[config.mk]
export PLATFORM = sky130hd
export DESIGN_NAME = wsh_queue
export DESIGN_NICKNAME = d
export VERILOG_FILES = /design/src/rtl/wsh_pkg.sv /design/src/rtl/wsh_queue.sv
export SDC_FILE = /design/constraint.sdc
export NUM_CORES = 1
export LEC_CHECK = 0
export BUFFER_PORTS_ARGS = -buffer_cell sky130_fd_sc_hd__buf_2
export CORE_MARGIN = 2
export CORE_UTILIZATION = 36
export DETAILED_ROUTE_END_ITERATION = 12
export HOLD_SLACK_MARGIN = 0.02
export PLACE_DENSITY = 0.53
export SETUP_SLACK_MARGIN = 0.2
export SLEW_MARGIN = 20
export SYNTH_ARGS = -nofsm -noshare
export SYNTH_HDL_FRONTEND = slang
export SYNTH_SLANG_ARGS = --single-unit
[constraint.sdc]
create_clock -name clk -period 6.7 [get_ports clk]
set_input_delay 1.005 -clock clk [delete_from_list [all_inputs] [get_ports clk]]
set_output_delay 1.005 -clock clk [all_outputs]
set_load 0.01 [all_outputs]
[src/rtl/wsh_pkg.sv]
// Shared types and constants for the water-surface height block.
// Used by every module of the block but the checker; depends on nothing.
package wsh_pkg;

  // Configuration register indexes
  localparam logic [1:0] REG_LEVEL = 2'd0;
  localparam logic [1:0] REG_AMP   = 2'd1;
  localparam logic [1:0] REG_RATE  = 2'd2;

  // Phase reduction constants
  localparam logic [34:0] TWO_PI_Q32     = 35'd26986075409;
  localparam logic [17:0] TWO_PI_LO      = TWO_PI_Q32[17:0];
  localparam logic [16:0] TWO_PI_HI      = TWO_PI_Q32[34:18];
  // 2^58 / TWO_PI_Q32, rounded: quotient estimate from the phase top bits
  localparam logic [23:0] RECIP_TWO_PI   = 24'd10680707;
  localparam logic [29:0] INV_TWO_PI_Q32 = 30'd683565276;
  localparam logic [23:0] QUARTER_TURN   = 24'h400000;

  // Quarter-wave sine coefficients, Q.30
  localparam logic [30:0] SIN_A1 = 31'd1686629713;
  localparam logic [30:0] SIN_A3 = 31'd693598669;
  localparam logic [30:0] SIN_A5 = 31'd85569306;
  localparam logic [30:0] SIN_A7 = 31'd5026995;
  localparam logic [17:0] SIN_A9 = 18'd172272;

  localparam logic signed [21:0] Z_MIN = -22'sd524288;
  localparam logic signed [21:0] Z_MAX = 22'sd524287;

  // Turn angles of one vertex, handed from front to back
  typedef struct packed {
    logic [23:0] a_cos;
    logic [23:0] a_sin;
  } angles_t;

endpackage

[src/rtl/wsh_queue.sv]
// Angle queue between front and back parts, with registered read data.
// Depends on wsh_pkg for the entry type.
module wsh_queue #(
  parameter int DEPTH = 16
) (
  input  logic             clk,
  input  logic             rst,
  input  logic             push,
  input  wsh_pkg::angles_t wdata,
  input  logic             pop,
  output logic             avail,
  output wsh_pkg::angles_t rdata
);

  localparam int AW = $clog2(DEPTH);
  localparam int CW = $clog2(DEPTH + 1);

  wsh_pkg::angles_t mem [DEPTH];
  logic [AW-1:0]    wptr;
  logic [AW-1:0]    rptr;
  logic [CW-1:0]    count;

  assign avail = count != '0;

  // Track pointers and fill
  always_ff @(posedge clk) begin
    if (rst) begin
      wptr  <= '0;
      rptr  <= '0;
      count <= '0;
    end else begin
      if (push) begin
        wptr <= (wptr == AW'(DEPTH - 1)) ? '0 : wptr + AW'(1);
      end
      if (pop) begin
        rptr <= (rptr == AW'(DEPTH - 1)) ? '0 : rptr + AW'(1);
      end
      count <= count + CW'(push) - CW'(pop);
    end
  end

  // Write and read the storage
  always_ff @(posedge clk) begin
    if (push) begin
      mem[wptr] <= wdata;
    end
    if (pop) begin
      rdata <= mem[rptr];
    end
  end

endmodule

* Yosys cells after proc, flatten, opt, wreduce, memory -nomap -nowiden
Memory sizes are Yosys's and may differ from the RTL's. A register that Yosys moved wholly into a read port is not among the register bits.
Index checks and enable logic that the tools add are counted.
** Cells by class
- Reductions and logical operators :: 1
- Eq/ne operators :: 2
- Mux-type cells :: 4
- Add/subtract/negate cells :: 4
** Operators by type and width (count)
- 4-bit by 1-bit adder with 4-bit output, second input constant :: 2
- 4-bit equality test, second input constant :: 2
- 4-bit 2-to-1 mux :: 2
- 5-bit by 1-bit adder with 5-bit output :: 1
- 5-bit nonzero test :: 1
- 5-bit by 1-bit subtractor with 5-bit output :: 1
- 1-bit 2-to-1 mux :: 2
** Word-level totals
- Memories kept :: 1
- RAM bits :: 768
- Bits in registers :: 13
** Memories
- mem :: depth 16, bits a word 48, read ports 1, clocked after Yosys merged registers in 1, write ports 1, line wsh_queue.sv:18 : wsh_pkg::angles_t mem [DEPTH];

* Logic depth before layout (Yosys ltp)
Gate-level depths: netlist of run 1.
- Word-level depth :: 2
- Depth in mapped cells :: 10
- Gate-level depth less buffers :: 10

* Least setup slack after synthesis of run 1
Ideal clock, no wire load.
- Kind :: input to register
- Start point :: input port push
- End point :: memory mem[0][0] (netlist bit), enable pin
- Required time :: 6290 ps
- Cell stages on the path :: 3
- Path slack :: 3561 ps
- Setup time :: 410 ps
- Arrival :: 2729 ps
- Cell sequence :: clkbuf_1 > nor3b_1 > and2_1
** Between the ends
- Longest elaborated chain between the ends :: 2
** Ends and longest elaborated chain
- start, declared :: line wsh_queue.sv:8 : input logic push,
- 1-bit 2-to-1 mux :: line wsh_queue.sv:44 : if (push) begin
- 1-bit 2-to-1 mux (implied by the code) :: line wsh_queue.sv:45 : mem[wptr] <= wdata;
- end, declared :: line wsh_queue.sv:18
Every way passes these cells.

==> metrics.csv, run 1 <==
metric;value;unit
startpoint;rptr[0];
drive_gt1_share;28.4;%
synth_seq_cells;829;
clock-root-buffer;clkbuf_16;
hp-class;flip-flop to flip-flop;
placed_cells;2509;
required;7.06;ns
clockBufferDepth;3;
place_hpwl;32200;microns
cp.arrival;3.19;ns
clk_latency;0.63;ns
async_flop_share;0;%
layout_commonest_cell;edfxtp_1;
register_area;24800;sq um
syn_area;31000;sq um
routed-via-count;13700;
clk_pin_slew;0.06;ns
synth_edf_count;816;
synth_area_per_cell;23.4;sq um
finalCritPeriodShare;42.1;%
die_w;297;microns
cp-start-kind;flip-flop;
num_antenna_cells;0;
synth_nets;1387;
setup_tns;0;ns
cts_buffers;85;
ios;101;
die_area;88400;sq um
setup_viol;0;
max_freq;354;MHz
yosys_warnings;0;
nets;1516;
grt_max_degree;99;
post_cts_buffers;0;
fillCellCount;7422;
grt_pass1_wl;99400;microns
firstDrtPassIters;5;
timing.reg2reg.setup_slack;3.88;ns
syn_inst;1323;
antenna_left;0;
h-tree-depth;3;
cts_tree;done;
slew_headroom;32.0;%
powerDensity;310;nW/um^2
clkSinkCount;829;
hold_violations;0;
worst-setup-path-type;flip-flop to flip-flop;
viasPerCell;5.12;
wl_per_cell;24.9;microns
grt_usage;15.2;%
slew_violations;0;
postCtsHoldBufs;0;
rsz0062_at_grt;false;
critPathCaptureType;flip-flop;
cp-endpoint;rdata[11];
drc;0;
port-buffer-count;100;
r2r_cells;4;
grt.overflow.total;0;
grt_pass1_vias;15000;
status;finished, final reports clean;
drt_iter0_markers;1276;
die_y;297;microns
row_count;107;
gp_congestion;0.667;
totalWireLength;66400;microns
final_cell_mix;edfxtp_1 (816), mux4_2 (192), buf_2 (99);
start_util;36.3;%
core;85300;sq um
r2r-end;rdata[11];
layout.cells.non_filler;2667;
ys_types;33;
worstMarginPinSlew;1.02;ns
antenna_found_initial;4;
path_max_fanout;44;
finalClockSkew;0.0199;ns
synth_ff_type;edfxtp_1;
ctsResizeCount;0;
synth_seq_area_share;80.0;%
maxCapViolations;0;
syn_to_final_growth;14.1;%
ir_worst_vdd;177;uV
multi_input_area;5850;sq um
r2r-start;rptr[0];
p_leak;10.9;nW
fin_crit;2.82;ns
## critical path: stages, from the launching register on
cell	delay, ns
dfxtp_4	0.69
buf_4	0.81
mux4_2	0.61
a22oi_1	0.30
nand2_1	0.08
## cells by family (layout without fill, tap and decap cells)
kind of cell,after synthesis,in the layout,synth area share (%)
simple gates,98,98,1.47
xor+xnor,4,4,0.113
compound gates,108,108,2.57
buf+inv,78,278,1.37
mux,194,194,14.0
flops,829,829,80.0
fa+ha+maj,12,12,0.509
## area by class of cell
class,instances,area share (%)
Sequential cell,829,70.1
Multi-Input combinational cell,416,16.6
Clock buffer,115,6.52
Tap cell,1144,4.05
Timing Repair Buffer,110,1.71
Clock inverter,43,0.988
Inverter,10,0.106
## synth_stat cells, types with 2 or more instances
| cell type | count | area (sq um) |
|---|---|---|
| and2_1 | 17 | 106 |
| a22oi_1 | 96 | 721 |
| buf_2 | 8 | 40.0 |
| nand2_1 | 55 | 206 |
| mux4_2 | 192 | 4320 |
| buf_6 | 13 | 146 |
| xor2_1 | 3 | 26.3 |
| nor3b_1 | 2 | 15.0 |
| a21oi_1 | 6 | 30.0 |
| buf_4 | 6 | 45.0 |
| nor2b_1 | 5 | 31.3 |
| nand2b_1 | 2 | 12.5 |
| inv_1 | 10 | 37.5 |
| clkbuf_1 | 40 | 150 |
| nand3_1 | 3 | 15.0 |
| mux2i_1 | 2 | 20.0 |
| ha_1 | 11 | 138 |
| dfxtp_1 | 13 | 260 |
| a21o_1 | 2 | 15.0 |
| nor2_1 | 9 | 33.8 |
| edfxtp_1 | 816 | 24500 |
## worst min-delay path by stage
stage	from	endpoint	slack [ns]	cells after the start
floorplan	rptr[3]	rptr[3]	0.49	2
global placement	wptr[0]	wptr[0]	0.53	2
detailed placement	wptr[0]	wptr[0]	0.55	2
CTS	wptr[0]	wptr[0]	0.56	2
global route	wptr[0]	wptr[0]	0.61	2
finish	wptr[0]	wptr[0]	0.55	2
## report_power, final
group	switching, mW	leakage (nW)	total, mW	internal [mW]
clock	1.92	1.28	4.53	2.61
sequential	0.0530	7.52	5.85	5.80
combinational	0.314	2.14	0.573	0.259
total	2.29	10.9	11.0	8.67
## per-layer routing
| metal | track usage, % | up-vias | share of wire [%] |
|---|---|---|---|
| met4 | 3.99 | 6 | 1.6 |
| met3 | 2.71 | 76 | 4.9 |
| met2 | 24.6 | 311 | 49 |
| met1 | 21.3 | 7389 | 45 |
| li1 | - | 5882 | - |
| met5 | 0 | - | 0.047 |
## state kept, by name, indices dropped and copies added (netlist names)
signal,count
mem,768
wptr,4
rdata,48
count,5
rptr,4
## metrics by stage
stage / power [mW] / hold WS [ns] / cell area [sq um] / utilization [%] / worst slack (ns)
after global routing: 11.3 / 0.614 / 35300 / 41.4 / 3.57
after CTS: 11.1 / 0.556 / 35300 / 41.4 / 3.76
after global placement: 6.54 / 0.529 / 32700 / 38.3 / 3.65
after floorplan: 6.33 / 0.493 / 31000 / - / 3.56
after detailed placement: 6.55 / 0.546 / 32700 / 38.3 / 3.60
final: 11.0 / 0.554 / 35300 / 41.4 / 3.88
Power figures use the tool's default switching activity.
==> run 2, diff against run 1 <==
==> constraint.sdc (replaced) <==
create_clock -name clk -period 2.96 [get_ports clk]
set_input_delay 0.444 -clock clk [delete_from_list [all_inputs] [get_ports clk]]
set_output_delay 0.444 -clock clk [all_outputs]
set_load 0.01 [all_outputs]
==> metrics.csv, run 2 (same netlist as run 1, synthesis figures left out) <==
metric;value;unit;change
status;finished, final reports clean;;unchanged
drt_iter0_markers;1074;;was 1276
finalCritPeriodShare;75.8;%;
die_y;297;microns;unchanged
finalCoreUtilization;42.5;%;was 41.4%
cpMaxStageDelayCell;or4b_1;;was buf_4
slew_headroom;58.4;%;was 32.0%
h-tree-depth;3;;unchanged
antenna_found_initial;11;;was 4
max_freq;446;MHz;
cp_cell_sequence;inv_1, ha_1, or4b_1, buf_2;;was buf_4, mux4_2, a22oi_1, nand2_1
r2r-end;rdata[6];;was rdata[11]
firstDrtPassIters;5;;unchanged
ios;101;;unchanged
fin_crit;2.24;ns;
place_hpwl;39100;microns;was 32200 microns
clk_latency;0.64;ns;was 0.63 ns
setup_tns;0;ns;unchanged
worstMarginPinSlew;0.624;ns;was 1.02 ns
grt_pass1_vias;15100;;was 15000
wl_per_cell;26.0;microns;was 24.9 microns
holdPathEnd;wptr[0];;unchanged
die_w;297;microns;unchanged
port-buffer-count;100;;unchanged
fillCellCount;7305;;was 7422
ctsResizeCount;0;;unchanged
layout_commonest_cell;edfxtp_1;;unchanged
core;85300;sq um;unchanged
setup_viol;0;;unchanged
clock-root-buffer;clkbuf_16;;unchanged
grt_usage;15.9;%;was 15.2%
viasPerCell;5.20;;was 5.12
grt_pass1_wl;103000;microns;was 99400 microns
post_cts_buffers;0;;unchanged
totalWireLength;70500;microns;was 66400 microns
reg_top3;mem (768), rdata (48), count (5);;unchanged
pre_cts_ws;0.718;ns;was 3.60 ns
nets;1564;;was 1516
slew_violations;0;;unchanged
slowest_delay;0.45;ns;was 0.81 ns
syn_to_final_growth;17.0;%;was 14.1%
timing.reg2reg.setup_slack;0.73;ns;was 3.88 ns
drive_gt1_share;31.4;%;was 28.4%
start_util;36.3;%;unchanged
r2r-start;rptr[0];;unchanged
cts_tree;done;;unchanged
top_register;mem;;unchanged
cp_num_buf_inv;2;;was 1
setup_ws;0.717;ns;was 3.88 ns
hp-class;primary input to flip-flop;;was flip-flop to flip-flop
required;2.52;ns;was 7.06 ns
grt.overflow.total;0;;unchanged
hold_violations;0;;unchanged
clockBufferDepth;3;;unchanged
p_leak;11.4;nW;was 10.9 nW
path_delay_family;simple AND/OR/NAND/NOR gates;;was buffers and inverters
row_count;107;;unchanged
postCtsHoldBufs;0;;unchanged
critPathCaptureType;output port;;was flip-flop
die_area;88400;sq um;unchanged
powerDensity;706;nW/um^2;was 310 nW/um^2
whs_path_depth;3;;was 2
r2r_cells;5;;was 4
hp-start;push;;was wptr[0]
cp.depth;4;;unchanged
final_cell_mix;edfxtp_1 (816), mux4_2 (192), buf_2 (99);;unchanged
gp_congestion;0.696;;was 0.667
maxCapViolations;0;;unchanged
drc;0;;unchanged
rsz0062_at_grt;false;;unchanged
ir_worst_vdd;464;uV;was 177 uV
cp-start-kind;flip-flop;;unchanged
routed-via-count;14100;;was 13700
antenna_left;0;;unchanged
path_max_fanout;2;;was 44
cp.arrival;1.80;ns;was 3.19 ns
largest_reg_flops;768;;unchanged
finalClockSkew;0.0183;ns;was 0.0199 ns
clk_pin_slew;0.06;ns;about the same
cts_buffers;89;;was 85
worst-setup-path-type;flip-flop to output port;;was flip-flop to flip-flop
clkSinkCount;829;;unchanged
grt_max_degree;66;;was 99
[run 2: cell count changes in the layout (fill, tap and decap cells not counted), sizes merged]
cell / change
inv: -1
buf: +44
clkbuf: -13
clkinvlp: +1
diode: +1
clkinv: +11
bufinv: +4
[run 2: how the worst max path moves through the flow]
stage                  start  slack, ns        end
floorplan               push       0.38  mem[0][0]
global placement     rptr[0]       0.69   rdata[6]
detailed placement   rptr[3]       0.72  rdata[15]
CTS                 count[2]       0.63      avail
global route        count[2]       0.60      avail
finish              count[2]       0.72      avail
[run 2: worst register-to-register path, cell delays in order, from the launching register on]
cell	delay [ns]
dfxtp_4	0.52
buf_12	0.28
buf_12	0.22
mux4_2	0.51
a22oi_1	0.30
nand2_1	0.13
[run 2: cell type report]
cell class / count / area, sq um / share of cell area, %
Sequential cell: 829 / 24800 / 68.3
Multi-Input combinational cell: 416 / 5850 / 16.1
Clock buffer: 102 / 2340 / 6.45
Tap cell: 1144 / 1430 / 3.95
Timing Repair Buffer: 154 / 1280 / 3.53
Clock inverter: 58 / 541 / 1.49
Inverter: 10 / 37.5 / 0.104
Antenna cell: 1 / 2.50 / 0.00690
[run 2: through the flow]
stage               std cells  area [sq um]  hold WS [ns]  power, mW
floorplan                1323         31000         0.493       14.3
detailed placement       2552         33300         0.536       14.9
global route             2714         36300         0.152       26.4
finish                   2714         36300         0.179       25.6
CTS                      2712         36200         0.135       25.9
global placement         2552         33300         0.535       14.9
[run 2: per-layer routing]
layer | vias to the layer above | GRT usage [%] | share of wire, %
met2 | 317 | 26.0 | 49
met5 | - | 0 | 0.14
met4 | 14 | 4.26 | 2.3
met3 | 127 | 3.70 | 5.0
met1 | 7680 | 21.6 | 44
li1 | 5974 | - | -
[run 2: power breakdown]
part / total, mW / internal, mW / switching [mW] / leakage, nW
clock network: 11.0 / 6.44 / 4.52 / 1.40
logic: 1.40 / 0.631 / 0.774 / 2.46
registers: 13.2 / 13.1 / 0.0930 / 7.52
==> run 3, diff against run 2 <==
--- a/config.mk
+++ b/config.mk
@@ -5,6 +5,7 @@
 export SDC_FILE = /design/constraint.sdc
 export NUM_CORES = 1
 export LEC_CHECK = 0
+export ABC_AREA = 1
 export BUFFER_PORTS_ARGS = -buffer_cell sky130_fd_sc_hd__buf_2
 export CORE_MARGIN = 2
 export CORE_UTILIZATION = 36
==> constraint.sdc (replaced) <==
create_clock -name clk -period 2.2 [get_ports clk]
set_input_delay 0.33 -clock clk [delete_from_list [all_inputs] [get_ports clk]]
set_output_delay 0.33 -clock clk [all_outputs]
set_load 0.01 [all_outputs]
==> metrics.csv, run 3 <==
metric;value;unit;change
placed_area;38200;sq um;was 33300 sq um
ys_top_cells_by_count;nand2_1 (1177), edfxtp_1 (816), inv_1 (743);;was edfxtp_1 (816), mux4_2 (192), a22oi_1 (96)
die_area;102000;sq um;was 88400 sq um
yosys-top-cells-area;edfxtp_1 (69%), nand2_1 (12%), inv_1 (7.8%);;was edfxtp_1 (79%), mux4_2 (14%), a22oi_1 (2.3%)
drive_gt1_share;8.77;%;was 31.4%
port-buffer-count;100;;unchanged
layout_commonest_cell;nand2_1;;was edfxtp_1
critPathCaptureType;flip-flop;;was output port
slew_headroom;55.4;%;was 58.4%
wl_per_cell;17.7;microns;was 26.0 microns
final_cell_mix;nand2_1 (1177), edfxtp_1 (816), inv_1 (740);;was edfxtp_1 (816), mux4_2 (192), buf_2 (99)
required;2.53;ns;was 2.52 ns
syn_area;35700;sq um;was 31000 sq um
synth_area_per_cell;10.4;sq um;was 23.4 sq um
worst-setup-path-type;flip-flop to flip-flop;;was flip-flop to output port
nets;3632;;was 1564
drt_iter0_markers;1701;;was 1074
grt_usage;17.2;%;was 15.9%
status;finished, final reports clean;;unchanged
core;98300;sq um;was 85300 sq um
syn_to_final_growth;15.1;%;was 17.0%
syn_inst;3449;;was 1323
fin_crit;1.89;ns;
yosysMostFrequentCell;nand2_1;;was edfxtp_1
pre_cts_ws;0.223;ns;was 0.718 ns
largest_reg_flops;768;;unchanged
power_frac_comb;7.2;%;was 5.5%
clk_pin_slew;0.06;ns;about the same
routed-via-count;22400;;was 14100
p_leak;17.8;nW;was 11.4 nW
p_int;27.0;mW;was 20.2 mW
h-tree-depth;3;;unchanged
async_flop_share;0;%;unchanged
max_freq;530;MHz;
die_y;319;microns;was 297 microns
cts_tree;done;;unchanged
worstMarginPinSlew;0.668;ns;was 0.624 ns
ys_types;20;;was 33
clk_latency;0.65;ns;was 0.64 ns
clock-root-buffer;clkbuf_16;;unchanged
synth_edf_count;816;;unchanged
antenna_found_initial;6;;was 11
finalCoreUtilization;41.8;%;was 42.5%
die_w;319;microns;was 297 microns
row_count;115;;was 107
yosysTopAreaCellShare;68.6;%;was 79.1%
final_area;41100;sq um;was 36300 sq um
finalClockSkew;0.0290;ns;was 0.0183 ns
clkSinkCount;829;;unchanged
top_register;mem;;unchanged
cp-start-kind;flip-flop;;unchanged
grt.overflow.total;0;;unchanged
ios;101;;unchanged
clockBufferDepth;3;;unchanged
hold_violations;0;;unchanged
yosys.area.top_type;edfxtp_1;;unchanged
power.switching;7.95;mW;was 5.39 mW
synth_seq_area_share;69.4;%;was 80.0%
yosys_warnings;0;;unchanged
ir_worst_vdd;565;uV;was 464 uV
grt_pass1_wl;132000;microns;was 103000 microns
rsz0062_at_grt;false;;unchanged
grt_pass1_vias;21300;;was 15100
start_util;36.3;%;about the same
powerDensity;849;nW/um^2;was 706 nW/um^2
totalWireLength;87400;microns;was 70500 microns
antenna_left;0;;unchanged
setup_viol;0;;unchanged
setup_ws;0.314;ns;was 0.717 ns
firstDrtPassIters;5;;unchanged
finalCritPeriodShare;85.7;%;
hp-class;primary input to flip-flop;;unchanged
p_clk_share;41.8;%;was 42.9%
cts_buffers;90;;was 89
reg_top3;mem (768), rdata (48), count (5);;unchanged
synth_nets;3513;;was 1387
post_cts_buffers;0;;unchanged
drc;0;;unchanged
synth_ff_type;edfxtp_1;;unchanged
grt_max_degree;108;;was 66
path_max_fanout;12;;was 2
synth_seq_cells;829;;unchanged
gp_congestion;0.723;;was 0.696
cp.arrival;2.22;ns;was 1.80 ns
maxCapViolations;0;;unchanged
switching_share;22.8;%;was 21.1%
viasPerCell;4.55;;was 5.20
slew_violations;0;;unchanged
place_hpwl;43400;microns;was 39100 microns
seq_power_share;51.0;%;was 51.7%
==> run 3: timing repair <==
item,CTS,global route
endpoints found under the hold margin,51,0
gates resized for setup,0,3
endpoints found under the setup margin,0,6
hold buffers,9,0
==> run 3: path summary, 6_finish.rpt <==
kind | startpoint | endpoint | slack (ns) | depth (start not counted)
min reg2reg | wptr[2] | wptr[2] | 0.50 | 1
min | wdata[16] | mem[4][16] | 0.06 | 1
max | wptr[0] | mem[3][8] | 0.31 | 4
max reg2reg | wptr[0] | mem[3][8] | 0.31 | 4
==> run 3: area by class of cell <==
class                   count  area [sq um]
multi-input cells        1719          7320
fillers                  9303         57200
diodes                      1          2.50
clock buffers             112          2380
repair buffers            181          1720
well taps                1287          1610
flip-flops and latches    829         24800
clock inverters            51           457
inverters                 747          2830
==> run 3: layer usage <==
layer	global-route usage, %	wire length (microns)
met1	24.0	40100
met2	28.4	41400
met3	2.36	4410
met4	4.33	1540
met5	0	44
==> run 3: power by group through the flow <==
| stage | clock [mW] | sequential [mW] | combinational [mW] |
|---|---|---|---|
| detailed placement | 0 | 18.1 | 2.51 |
| finish | 14.6 | 17.8 | 2.51 |
| global placement | 0 | 18.1 | 2.51 |
| global route | 15.6 | 17.8 | 2.85 |
| CTS | 15.0 | 17.8 | 2.54 |
| floorplan | 0 | 18.2 | 1.55 |
==> run 3: logic make-up (layout without fill, tap and decap cells) <==
| family | after synthesis | after routing | share of synthesized area, % |
|---|---|---|---|
| compound gates | 16 | 16 | 0.231 |
| xor+xnor | 1 | 1 | 0.0245 |
| fa+ha+maj | 12 | 12 | 0.442 |
| buf+inv | 901 | 1091 | 10.5 |
| flops | 829 | 829 | 69.4 |
| other cells | 0 | 1 | 0 |
| simple gates | 1690 | 1690 | 19.5 |
==> run 3: worst max-delay path, cell delays in order (launching register included) <==
cell and delay [ns]:
dfxtp_1 0.39, ha_1 0.18, nand2_1 0.20, nor2_4 0.54
buf_12 0.24
==> run 3: metrics by stage <==
step	TNS [ns]	hold slack, ns	total power, mW	std cells
after floorplan	-120.60	0.397	19.7	3449
after global placement	0	0.480	20.6	4754
after detailed placement	0	0.484	20.7	4754
after CTS	0	0.0219	35.3	4926
after global routing	0	0.0499	36.2	4926
final	0	0.0612	34.9	4927
